**src/hw/rtl/spcl_pkg.sv**
```systemverilog
// Shared types and constants of the speed PI regulator with current limit.
`timescale 1ns / 1ps
package spcl_pkg;

  localparam int MAG_W  = 33;  // magnitude operand of the shared multiplier
  localparam int MB_W   = 32;  // second operand of the shared multiplier
  localparam int PROD_W = MAG_W + MB_W;
  localparam int DVD_W  = 57;  // dividend of the preset divider
  localparam int DSR_W  = 24;  // divisor of the preset divider (integral gain)
  localparam int INT_W  = 60;  // working width of an integral during one item

  localparam logic [16:0] ONE_Q16 = 17'd65536;
  localparam logic signed [INT_W-1:0] ISUM_MAX = INT_W'(655360000);
  localparam logic signed [INT_W-1:0] ISUM_MIN = -INT_W'(655360000);

  localparam logic [2:0] CFG_MODE  = 3'd0;
  localparam logic [2:0] CFG_SPEED = 3'd1;
  localparam logic [2:0] CFG_ILIM  = 3'd2;
  localparam logic [2:0] CFG_CKP   = 3'd3;
  localparam logic [2:0] CFG_CKI   = 3'd4;
  localparam logic [2:0] CFG_SKP   = 3'd5;
  localparam logic [2:0] CFG_SKI   = 3'd6;
  localparam logic [2:0] CFG_EMF   = 3'd7;

  localparam logic [30:0] RST_SPEED = 31'd2435938;
  localparam logic [30:0] RST_ILIM  = 31'd5505024;
  localparam logic [23:0] RST_KP    = 24'd131072;
  localparam logic [23:0] RST_KI    = 24'd32768;
  localparam logic [23:0] RST_EMF   = 24'd726;

  typedef enum logic [1:0] {
    LOOP_NONE = 2'd0,
    LOOP_CUR  = 2'd1,
    LOOP_SPD  = 2'd2
  } loop_e;

  typedef enum logic [3:0] {
    ST_IDLE, ST_SEL, ST_PMUL, ST_PRE, ST_DIV, ST_INC,
    ST_ADD, ST_KI, ST_SUM, ST_FLR, ST_FIN, ST_OUT
  } state_e;

  typedef struct packed {
    logic start;
    logic busy;
    logic done;
  } div_ctl_t;

endpackage

```
**src/hw/rtl/spcl_mul.sv**
```systemverilog
// Shared unsigned multiplier with registered product.
`timescale 1ns / 1ps
module spcl_mul (
  input  logic                       clk_i,
  input  logic                       en_i,
  input  logic [spcl_pkg::MAG_W-1:0] a_i,
  input  logic [spcl_pkg::MB_W-1:0]  b_i,
  output logic [spcl_pkg::PROD_W-1:0] p_o
);
  import spcl_pkg::*;

  logic [PROD_W-1:0] p_q;

  // Hold the product until the next issue.
  always_ff @(posedge clk_i) begin
    if (en_i) begin
      p_q <= PROD_W'(a_i) * PROD_W'(b_i);
    end
  end

  assign p_o = p_q;

endmodule

```
**config.mk**
```make
export PLATFORM = sky130hd
export DESIGN_NAME = spcl_mul
export DESIGN_NICKNAME = d
export VERILOG_FILES = /design/src/hw/rtl/spcl_pkg.sv /design/src/hw/rtl/spcl_mul.sv
export SDC_FILE = /design/constraint.sdc
export NUM_CORES = 2
export LEC_CHECK = 0
export ABC_CLOCK_PERIOD_IN_PS = 7200
export CAP_MARGIN = 0
export CORE_MARGIN = 8
export CORE_UTILIZATION = 45
export CTS_BUF_LIST = sky130_fd_sc_hd__clkbuf_8
export DETAILED_ROUTE_END_ITERATION = 10
export DONT_BUFFER_PORTS = 1
export SETUP_SLACK_MARGIN = 0.2
export SYNTH_ARGS = -nofsm -noshare
export SYNTH_HDL_FRONTEND = slang
export SYNTH_SLANG_ARGS = --single-unit
export TNS_END_PERCENT = 20
```
**constraint.sdc**
```tcl
create_clock -name clk_i -period 7.2 [get_ports clk_i]
set_input_delay 0.36 -clock clk_i [delete_from_list [all_inputs] [get_ports clk_i]]
set_output_delay 0.36 -clock clk_i [all_outputs]
set_load 0.02 [all_outputs]
```
# Word level (Yosys, flattened, before mapping)
# Cells that the tools add are included.
# word_totals
elab_cells	2
register_bits	65
n_memories	0
rom_bits	0
ramBits	0
latchBits	0
# classes
n_mul	1
eq_ne	0
muxes	0
n_div	0
bitwise	0
shift	0
reduce_logical	0
n_lt_le_gt_ge	0
add_sub_neg	0
# ops
cell	n
multiplier 33 x 32 -> 65 bit	1

# Logic depth before layout (Yosys ltp)
# depth
word_depth	1
ltp_mapped	27

# Worst setup path after synthesis
# No wires, ideal clock.
# synth_timing
path_kind	input-to-reg
startpoint	in a_i[28] (netlist name)
endpoint	reg p_q[61], in the netlist p_o[61], data pin
n_path_buf	2
t_required_ns	6.924
setup_slack_ns	0.056
t_arrival_ns	6.868
cell_stages	26
setup_time_ns	0.276
path_cell_list	clkbuf_1 > nand2_1 > fa_1 > inv_1 > fa_1 > fa_1 > inv_1 > fa_1 > inv_1 > fa_1 > fa_1 > fa_1 > inv_1 > fa_1 > inv_1 > ha_1 > clkbuf_1 > and4_1 > nand2b_1 > a2bb2oi_1 > o21ai_0 > a211oi_2 > o31ai_4 > a41o_1 > nor4b_1 > a311oi_1
# synth_between
elab_chain_len	1
# synth_rtl
element	line_no	source
start: declaration	spcl_mul.sv:6	input logic [spcl_pkg::MAG_W-1:0] a_i,
multiplier 33 x 32 -> 65 bit	spcl_mul.sv:17	p_q <= PROD_W'(a_i) * PROD_W'(b_i);
end signal: assignment	spcl_mul.sv:17	
end: declaration	spcl_mul.sv:12	logic [PROD_W-1:0] p_q;
# No other way between the ends.
# A chain may end at the register's enable or synchronous reset.

# Worst setup path after layout
# layout_timing
startpoint	in b_i[11] (netlist name)
endpoint	reg p_q[64], in the netlist p_o[64], data pin
# layout_between
elab_chain_len	1
# layout_rtl
element	line_no	source
start: declaration	spcl_mul.sv:7	input logic [spcl_pkg::MB_W-1:0] b_i,
multiplier 33 x 32 -> 65 bit	spcl_mul.sv:17	
# No other way between the ends.

==> metrics.csv <==
stage,metric,value,unit
grt,busiest grt layer,met2,
routing,WL/cell,20.7,µm
layout,max reg flops,65,
grt,met2 Track Usage GR,39.9,%
floorplanning,Initial Util,45.2,%
layout,Post-layout nets,5066,
logic_synthesis,Syn Area/Cell,9.21,µm²
sta,Setup TNS Final,0,ps
sta,fin crit period,6840,ps
grt,vias in the first global route,28000,
sta,Achievable Freq,0.146,GHz
grt,met3 Use GR,3.31,%
run_status,status,finished clean,
run,maxcap violations,0,
grt,GR met1 Demand/Resource,28.7,%
sta,RSZ-0062 raised after global routing,true,
logic_synthesis,net count after synthesis,5186,
setup_path,WP data arrival,6950,ps
clock_network,TritonCTS clock tree,built,
worst_hold_path,Hold Path Class,in2reg,
place,input/output buffers,0,
setup_path,Critical Path Source Type,primary input,
sta,post-route clock period utilization,95.0,%
sta,Final Hold Viols,0,
logic_synthesis,synthesized flop and latch total,65,
grt,largest net degree at the start of global routing,66,
grt,antenna violations before repair,0,
clock_network,H-tree lvl count,3,
routing,routed vias,25500,
sta,Max-slew headroom,65.1,%
floorplanning,Die Area,89800,µm²
setup_path,CP Capture Type,register,
routing,DRC Markers,0,
logic_synthesis,Post-Syn Instances,3929,
grt,first-pass GRT wire length,160000,µm
logic_synthesis,"EDFF count, synth",65,
layout,Layout Cells excl Fill,4873,
logic_synthesis,leading area contributor after synthesis,fa_1,
sta,max-slew violations,0,
layout,final cell utilization of the core,47.3,%
routing,Via density,5.24,
grt,grt ovf,0,
floorplanning,row cnt,104,
sta,Setup-failing EPs final,0,
place,GPL Wtd Cong,0.866,
routing,final wirelength,101000,µm
routing,Starting DRT DRC Count,1364,
routing,First-pass DRT Iterations,5,
floorplanning,die width,300,µm
place,DP HPWL,78900,µm
routing,Final ANT Viol Nets,0,
layout,n_diodes,0,
logic_synthesis,library cells used by synthesis,67,
floorplanning,core area,80000,µm²
logic_synthesis,top area cells in the synthesized netlist,"fa_1 51%, inv_1 9.6%, ha_1 9.1%",
place,DP Cell Count,4853,
logic_synthesis,Ys Warns,0,
sta,final hold slack,111,ps
logic_synthesis,post-synth top area share,51.2,%
logic_synthesis,async set-reset flop share out of synthesis,0,%
floorplanning,height of the die,300,µm
clock_network,clock-pin transition on the worst setup and hold timing paths,80,ps
clock_network,CTS Hold Bufs,0,
logic_synthesis,commonest register cell after synthesis,edfxtp_1,
clock_network,worst-case clock buffer depth,2,
layout,layout cells sized above 1,4.30,%
clock_network,Root Buffer,clkbuf_8,
setup_path,worst-path maximum fanout,33,
setup_path,worst path required time,7300,ps
clock_network,CTS sink cnt,65,
clock_network,CTS buffer count,9,
setup_path,worst setup path class,in2reg,
layout,area grow syn2layout,4.46,%
sta,Worst Tran Pin Value,517,ps
grt,Global Route Usage Sum,23.0,%
logic_synthesis,Synth Cell Area,36200,µm²
logic_synthesis,part of the Yosys area used for sequential elements,5.39,%
floorplanning,IO Count,132,
[through the flow]
stage / worst slack, ps / area, µm²
global route: 171 / 37800
detailed placement: -204 / 37300
CTS: 189 / 37600
finish: 358 / 37800
global placement: -221 / 37300
floorplan: 194 / 36200
[cells in the final DEF, fill, tap and decap left out, drive strengths merged, types with 3 or more instances in the layout]
master / Yosys / layout
a21oi: 81 / 81
ha: 264 / 264
a311oi: 4 / 4
fa: 926 / 926
inv: 930 / 930
a21boi: 3 / 3
and3: 9 / 9
nor3: 12 / 12
nand4: 13 / 13
a211oi: 8 / 8
a21o: 27 / 27
o31ai: 6 / 6
xor2: 23 / 23
a211o: 3 / 3
a31oi: 8 / 8
a221o: 3 / 3
xnor2: 33 / 33
nor2b: 6 / 6
edfxtp: 65 / 65
nand3: 20 / 20
and2: 492 / 492
o21a: 3 / 3
bufinv: 0 / 3
buf: 4 / 86
nand2b: 4 / 4
o21ai: 38 / 38
nor2: 37 / 37
nor4: 4 / 4
or3: 3 / 3
o211ai: 4 / 4
o21bai: 18 / 18
nor4b: 3 / 3
nand2: 632 / 632
clkbuf: 213 / 9
[layout make-up]
cell class,instances,area (µm²)
fillers,7710,42200
multi-input cells,2717,30200
inverters,930,3490
flip-flops and latches,65,1950
well taps,1060,1330
repair buffers,86,657
clock buffers,9,124
clock inverters,6,108
[cells in the mapped netlist, types with 9 or more instances]
cell type  count
ha_1         264
clkbuf_1     213
xor2_1        23
xnor2_1       33
a21oi_1       79
nand4_1       13
o21bai_1      18
and2_1       488
nor3_1        12
and3_1         9
o21ai_0       33
nor2_1        37
nand2_1      632
nand3_1       20
inv_1        930
fa_1         926
a21o_1        26
edfxtp_1      65
[worst max-delay path, cell delays in order]
cell	delay, ps
and2_1	180
fa_1	550
inv_1	60
fa_1	460
fa_1	490
fa_1	550
inv_1	60
fa_2	620
fa_1	470
fa_1	530
fa_1	420
ha_1	330
a21oi_2	160
o21ai_1	100
a221o_1	320
a31oi_2	230
o22ai_1	120
a21oi_2	200
nand2_1	110
buf_4	160
a21o_1	170
a211o_1	250
[per-layer routing]
layer | up-vias | routed length (µm)
li1 | 11200 | -
met1 | 13400 | 39600
met2 | 801 | 50800
met3 | 201 | 5540
met4 | 0 | 4920
met5 | - | 0
[what timing repair did]
item	4_1_cts	5_1_grt
resized for setup	1	55
endpoints found under the setup margin	2	20
pin swaps	0	56
buffers inserted	0	5
[final timing paths]
path	end	cells after the start	start
hold / removal	p_o[55]	0	en_i
setup / recovery	p_o[64]	22	b_i[11]
[cells by family after synthesis]
family                   synth area share [%]
flip-flops                               5.39
adder cells (fa/ha/maj)                  60.3
XOR/XNOR                                 1.35
AND/OR/NAND/NOR                          16.9
multiplexers                           0.0311
AO/OA/AOI/OAI                            4.10
buffers and inverters                    11.9
Power is left out: the tool's default activity adds up to more than one toggle a clock period on the data nets, which glitch-free logic cannot reach.
