<file path="config.mk">
export PLATFORM = sky130hd
export DESIGN_NAME = spcl_div
export DESIGN_NICKNAME = d
export VERILOG_FILES = /design/src/hw/rtl/spcl_pkg.sv /design/src/hw/rtl/spcl_div.sv
export SDC_FILE = /design/constraint.sdc
export NUM_CORES = 1
export LEC_CHECK = 0
export ABC_AREA = 1
export BUFFER_PORTS_ARGS = -buffer_cell sky130_fd_sc_hd__buf_2
export CAP_MARGIN = 20
export CORE_UTILIZATION = 31
export CTS_CLUSTER_SIZE = 28
export DETAILED_ROUTE_END_ITERATION = 8
export PLACE_DENSITY = 0.49
export SYNTH_ARGS = -nofsm -noshare
export SYNTH_HDL_FRONTEND = slang
export SYNTH_SLANG_ARGS = --single-unit
</file>
<file path="constraint.sdc">
create_clock -name clk_i -period 3.6 [get_ports clk_i]
set_input_delay 0.36 -clock clk_i [delete_from_list [all_inputs] [get_ports clk_i]]
set_output_delay 0.36 -clock clk_i [all_outputs]
set_load 0.005 [all_outputs]
</file>
<file path="src/hw/rtl/spcl_pkg.sv">
// Shared types and constants of the speed PI regulator with current limit.
`timescale 1ns / 1ps
package spcl_pkg;

  localparam int MAG_W  = 33;  // magnitude operand of the shared multiplier
  localparam int MB_W   = 32;  // second operand of the shared multiplier
  localparam int PROD_W = MAG_W + MB_W;
  localparam int DVD_W  = 57;  // dividend of the preset divider
  localparam int DSR_W  = 24;  // divisor of the preset divider (integral gain)
  localparam int INT_W  = 60;  // working width of an integral during one item

  localparam logic [16:0] ONE_Q16 = 17'd65536;
  localparam logic signed [INT_W-1:0] ISUM_MAX = INT_W'(655360000);
  localparam logic signed [INT_W-1:0] ISUM_MIN = -INT_W'(655360000);

  localparam logic [2:0] CFG_MODE  = 3'd0;
  localparam logic [2:0] CFG_SPEED = 3'd1;
  localparam logic [2:0] CFG_ILIM  = 3'd2;
  localparam logic [2:0] CFG_CKP   = 3'd3;
  localparam logic [2:0] CFG_CKI   = 3'd4;
  localparam logic [2:0] CFG_SKP   = 3'd5;
  localparam logic [2:0] CFG_SKI   = 3'd6;
  localparam logic [2:0] CFG_EMF   = 3'd7;

  localparam logic [30:0] RST_SPEED = 31'd2435938;
  localparam logic [30:0] RST_ILIM  = 31'd5505024;
  localparam logic [23:0] RST_KP    = 24'd131072;
  localparam logic [23:0] RST_KI    = 24'd32768;
  localparam logic [23:0] RST_EMF   = 24'd726;

  typedef enum logic [1:0] {
    LOOP_NONE = 2'd0,
    LOOP_CUR  = 2'd1,
    LOOP_SPD  = 2'd2
  } loop_e;

  typedef enum logic [3:0] {
    ST_IDLE, ST_SEL, ST_PMUL, ST_PRE, ST_DIV, ST_INC,
    ST_ADD, ST_KI, ST_SUM, ST_FLR, ST_FIN, ST_OUT
  } state_e;

  typedef struct packed {
    logic start;
    logic busy;
    logic done;
  } div_ctl_t;

endpackage

</file>
<file path="src/hw/rtl/spcl_div.sv">
// Restoring divider, one quotient bit per cycle, for the bumpless preset.
`timescale 1ns / 1ps
module spcl_div (
  input  logic                       clk_i,
  input  logic                       rst_ni,
  input  logic                       start_i,
  input  logic [spcl_pkg::DVD_W-1:0] dividend_i,
  input  logic [spcl_pkg::DSR_W-1:0] divisor_i,
  output spcl_pkg::div_ctl_t         ctl_o,
  output logic [spcl_pkg::DVD_W-1:0] quot_o
);
  import spcl_pkg::*;

  localparam int CNT_W = $clog2(DVD_W + 1);

  logic [DSR_W-1:0] rem_q, rem_d;
  logic [DVD_W-1:0] quo_q, quo_d;
  logic [DSR_W-1:0] dsr_q;
  logic [CNT_W-1:0] cnt_q, cnt_d;
  logic             busy_q, busy_d, done_q, done_d;
  logic [DSR_W:0]   shl;
  logic [DSR_W:0]   trial;

  always_comb begin
    shl    = {rem_q, quo_q[DVD_W-1]};
    trial  = shl - {1'b0, dsr_q};
    rem_d  = rem_q;
    quo_d  = quo_q;
    cnt_d  = cnt_q;
    busy_d = busy_q;
    done_d = 1'b0;
    if (start_i) begin
      rem_d  = '0;
      quo_d  = dividend_i;
      cnt_d  = CNT_W'(DVD_W);
      busy_d = 1'b1;
    end else if (busy_q) begin
      if (shl >= {1'b0, dsr_q}) begin
        rem_d = trial[DSR_W-1:0];
        quo_d = {quo_q[DVD_W-2:0], 1'b1};
      end else begin
        rem_d = shl[DSR_W-1:0];
        quo_d = {quo_q[DVD_W-2:0], 1'b0};
      end
      cnt_d = cnt_q - 1'b1;
      if (cnt_q == CNT_W'(1)) begin
        busy_d = 1'b0;
        done_d = 1'b1;
      end
    end
  end

  always_ff @(posedge clk_i or negedge rst_ni) begin
    if (!rst_ni) begin
      busy_q <= 1'b0;
      done_q <= 1'b0;
      cnt_q  <= '0;
    end else begin
      busy_q <= busy_d;
      done_q <= done_d;
      cnt_q  <= cnt_d;
    end
  end

  always_ff @(posedge clk_i) begin
    rem_q <= rem_d;
    quo_q <= quo_d;
    if (start_i) begin
      dsr_q <= divisor_i;
    end
  end

  assign ctl_o  = '{start: start_i, busy: busy_q, done: done_q};
  assign quot_o = quo_q;

endmodule

</file>
# [Word level (Yosys, flattened, before mapping)]
# Index checks and enable logic that the tools add are counted.
# Widths: inputs -> output; s select.
[classes] reduce_logical=1 add_sub_neg=2 n_lt_le_gt_ge=1 n_eq_ne=1 mux=12
[ops] operator="$mux 57" n=2
[ops] operator="$ge 25x24->1" n=1
[ops] operator="$mux 24" n=1
[ops] operator="$sub 24x24->24" n=1
[ops] operator="$mux 6" n=2
[ops] operator="$mux 1" n=7
[ops] operator="$eq 6x1->1 const B" n=1
[ops] operator="$sub 6x1->6 const B" n=1
[ops] operator="$reduce_bool 2->1" n=1
[word_totals] in_bits=84 out_inout_bits=60 elab_cells=23 register_bits=113

# [Depth between registers and ports, before layout]
[logic_depth] depth_word=4 depth_mapped=14 ltp_nobuf=14

# [Least setup slack after synthesis]
# Ideal clock, no wire load.
[synth_timing] path_kind="input to register" startpoint="input start_i" endpoint="register quo_q[0], in the netlist quot_o[0], enable pin" t_required_ps=3156 setup_slack_ps=561 cell_stages=4 arrival_ps=2595 path_cell_list="clkbuf_1 nor2_1 inv_1 clkbuf_1"
[synth_via] elab_chain_cells=1
[synth_rtl] item="start, declared" line="spcl_div.sv:6" text="input logic start_i,"
[synth_rtl] item="$reduce_bool 2->1 (no source line)"
[synth_rtl] item="end signal, assigned" line="spcl_div.sv:67" text="quo_q <= quo_d;"
[synth_rtl] item="end, declared" line="spcl_div.sv:17" text="logic [DVD_W-1:0] quo_q, quo_d;"
# Every way passes these cells.
# A chain may end at the register's enable or synchronous reset.

# [Worst setup path in the final report]
[layout_timing] startpoint="register dsr_q[8]" endpoint="register quo_q[0], in the netlist quot_o[0] (data pin)"
[layout_via] elab_chain_cells=4
[layout_rtl] item="start, declared" line="spcl_div.sv:18" text="logic [DSR_W-1:0] dsr_q;"
[layout_rtl] item="start signal, assigned" line="spcl_div.sv:69" text="dsr_q <= divisor_i;"
[layout_rtl] item="$ge 25x24->1" line="spcl_div.sv:38" text="if (shl >= {1'b0, dsr_q}) begin"
[layout_rtl] item="$mux 1" line="spcl_div.sv:38"
[layout_rtl] item="$mux 57" line="spcl_div.sv:37" text="end else if (busy_q) begin"
[layout_rtl] item="$mux 57" line="spcl_div.sv:32" text="if (start_i) begin"
[layout_rtl] item="named net quo_d[0]" line="spcl_div.sv:17"
# The timed path passes the listed nets, and every way through them passes these cells. The select of a mux whose other input is x is not followed.

==> flow_summary_export.csv <==
group,metric,value,unit
status,run_status,"finished, final reports clean",
worst_setup_path,cpMostUsedCell,"nand2_1",
clocking,cts.htree.levels,4,
power_and_ir_drop,power_leakage,0.00432,uW
route,remaining_drc_errors,0,
synthesis,synth.distinct_cells,32,
worst_setup_path,slowest_stage,"nand2_2",
finish,n_fill_cell,2206,
worst_setup_path,worst_ep_arrival_time,2.95,ns
route,detailroute.via_count,5764,
run,drv.max_cap_violation_count,0,
route,first_iter_violations,213,
synthesis,synth_fp_nets,978,
floorplan,core_region_area,20500,sq um
clocking,clkSinkCount,113,
power_and_ir_drop,total_power,5280,uW
worst_setup_path,worst-setup-path-type,"reg2reg",
sta,grt_setup_unrepaired,"no",
clocking,clock_latency,0.43,ns
sta,final_max_slew_viol_count,0,
synthesis,synth_warnings,0,
placement,place.gp.congestion,0.869,
sta,worst_margin_pin_slew,0.913,ns
worst_setup_path,path_cells,"inv_1 > ha_1 > nand2_1 > inv_1 > nand2_1 > nand2_1 > inv_1 > nand3_1 > nand2_2 > nand3_4 > nand2_1 > nand2_1",
sta,max_freq,0.361,GHz
placement,placedInstanceArea,7540,sq um
sta,max-slew-margin-rel,0.391,
sta,fin_setup_tns,0,ns
floorplan,num_io_pins,144,
global_route,grt_pass1_vias,5948,
synthesis,synthesized_netlist_cell_count,867,
sta,layout_min_cycle_time,2.77,ns
global_route,grt_max_degree,70,
floorplan,die-width,148,um
worst_setup_path,crit_fanout,25,
finish,fin_nets,1120,
clocking,postcts_setup_bufs,0,
synthesis,synth_register_bits,113,
finish,antenna_cells,0,
clocking,cts-root-to-sink-buffers,2,
synthesis,synth_area,6570,sq um
power_and_ir_drop,vdd_ir_max,278,uV
worst_setup_path,type_of_origin_of_the_critical_path,"flop",
synthesis,synth-edff-count,81,
worst_setup_path,end_kind,"flop",
finish,syn_to_final_growth,24.4,%
synthesis,synth_flop_cell,"edfxtp_1",
clocking,inserted_clock_buffers,17,
finish,fin_area,8170,sq um
clocking,tritoncts,"yes",
global_route,track_usage,0.181,
route,route.antenna.remaining_nets,0,
route,detail_route.wl_per_cell,14.5,um
sta,finalCritPeriodShare,0.770,
placement,io_buffers,143,
route,detail_route.vias_per_cell,4.46,
placement,place.detailed.hpwl,13200,um
sta,clock_skew,0.0131,ns
floorplan,row_count,52,
worst_setup_path,max_stage_delay,0.52,ns
clocking,cts_root_buffer,"clkbuf_16",
worst_hold_path,worst_hold_path_type,"in2reg",
global_route,grt-ovfl-total,0,
sta,hold_violations,0,
route,drt-pass1-iter-count,4,
floorplan,die_y,148,um
worst_setup_path,required,3.77,ns
global_route,grt_pass1_wl,30300,um
synthesis,syn-mean-instance-area,7.58,sq um
global_route,initial_antenna_violation_count,1,
synthesis,ys_async_sr_fraction,0.0708,
clocking,cts.reportedPaths.clkPinSlew,0.06,ns
finish,drive_gt1_frac,0.195,
synthesis,yosysSeqAreaShare,0.474,
floorplan,die_outline_area,21800,sq um
route,wl,18700,um
power_and_ir_drop,power_density,646,nW/um^2
floorplan,floorplan.initialDensity,0.321,
sta,report.final.setup_viol,0,
==> cells in the final DEF (no fill, tap or decap) <==
master and count:
a21o_1 1, a21oi_1 15, a21oi_4 1, buf_2 142, buf_4 8, bufinv_16 4
clkbuf_16 17, clkinv_2 1, clkinv_4 4, clkinvlp_4 1, dfrtp_1 8, dfxtp_1 24
dlygate4sd3_1 1, edfxtp_1 81, fa_1 1, ha_1 26, inv_1 141, inv_2 3
inv_6 4, nand2_1 373, nand2_2 2, nand3_1 52, nand3_2 7, nand3_4 1
nand4_1 31, nor2_1 34, nor2_2 3, nor3_1 4, nor3_2 1, o21ai_0 9
o21ai_1 6, o21bai_1 2, o22ai_1 1, or2_1 1, xnor2_1 9, xor2_1 2
==> layer usage <==
layer	GRT usage	part of all wire	wire length [um]
met1	0.221	0.45	8510
met3	0.0698	0.076	1430
met4	0.0531	0.0094	176
met5	0	0.00085	16
met2	0.296	0.46	8590
==> Yosys cell counts (8+ instances only) <==
master | n | area share
a21oi_1 | 15 | 0.011
clkbuf_1 | 16 | 0.0091
dfrtp_1 | 8 | 0.030
dfxtp_1 | 24 | 0.073
edfxtp_1 | 81 | 0.37
ha_1 | 26 | 0.050
inv_1 | 142 | 0.081
nand2_1 | 373 | 0.21
nand3_1 | 52 | 0.040
nand4_1 | 31 | 0.030
nor2_1 | 34 | 0.019
o21ai_0 | 9 | 0.0069
xnor2_1 | 9 | 0.012
==> metrics by stage <==
stage	hold WS, ns	worst slack, ns	std cells	utilization
after detailed placement	0.219	0.777	1259	0.368
final	0.109	0.828	1291	0.399
after floorplan	0.0644	0.561	867	-
after global placement	0.219	0.758	1259	0.368
after global routing	0.0908	0.518	1291	0.399
after CTS	0.0914	0.774	1291	0.399
==> state kept, by name, indices dropped and copies added (netlist names) <==
register and count:
quot_o 57, dsr_q 24, rem_q 24, cnt_q 6
busy_q 1, done_q 1
==> critical path: cells and delay by family (launching register included) <==
family / cells / cell delay, ns
adders and majority gates: 1 / 0.27
and+or+nand+nor: 8 / 1.69
DFF: 1 / 0.37
buffers and inverters: 3 / 0.18
==> cells by family after synthesis <==
group | count (synthesis) | synth area share
adders and majority gates | 27 | 0.0526
and+or+nand+nor | 509 | 0.325
AOI/OAI and AO/OA | 35 | 0.0297
DFF | 113 | 0.474
buffers and inverters | 172 | 0.104
xor gates and xnor gates | 11 | 0.0147
==> where the power goes <==
part           internal (uW)  switching, uW  total [uW]  leakage [uW]
sequential              1590            112        1710       0.00115
combinational            633           1100        1730       0.00286
clock                   1160            673        1840      0.000305
total                   3390           1880        5280       0.00432
==> worst paths after layout <==
| path | startpoint | endpoint | slack [ns] | cells past startpoint |
|---|---|---|---|---|
| max | dsr_q[8]$_DFFE_PP_ | quot_o[0]$_DFFE_PP_ | 0.83 | 12 |
| min in group asynchronous | rst_ni | busy_q$_DFF_PN0_ | 0.30 | 2 |
| max in group asynchronous | rst_ni | cnt_q[0]$_DFFE_PN0P_ | 3.12 | 2 |
| min reg2reg | rem_q[16]$_SDFFE_PP0P_ | rem_q[16]$_SDFFE_PP0P_ | 0.47 | 2 |
| max reg2reg | dsr_q[8]$_DFFE_PP_ | quot_o[0]$_DFFE_PP_ | 0.83 | 12 |
| min | divisor_i[15] | dsr_q[15]$_DFFE_PP_ | 0.11 | 1 |
==> repair_timing <==
action / 4_1_cts / 5_1_grt
hold buffers: 1 / 0
gates resized for setup: 0 / 0
hold endpoints to repair: 8 / 0
==> cell type report <==
class,instances,area [sq um],area share
Clock buffer,17,425,0.0520
Clock inverter,14,203,0.0248
Inverter,144,541,0.0661
Multi-Input combinational cell,582,2770,0.339
Sequential cell,113,3110,0.381
Tap cell,270,338,0.0413
Timing Repair Buffer,151,781,0.0955
Note: power is estimated with default switching activity, not from simulation.
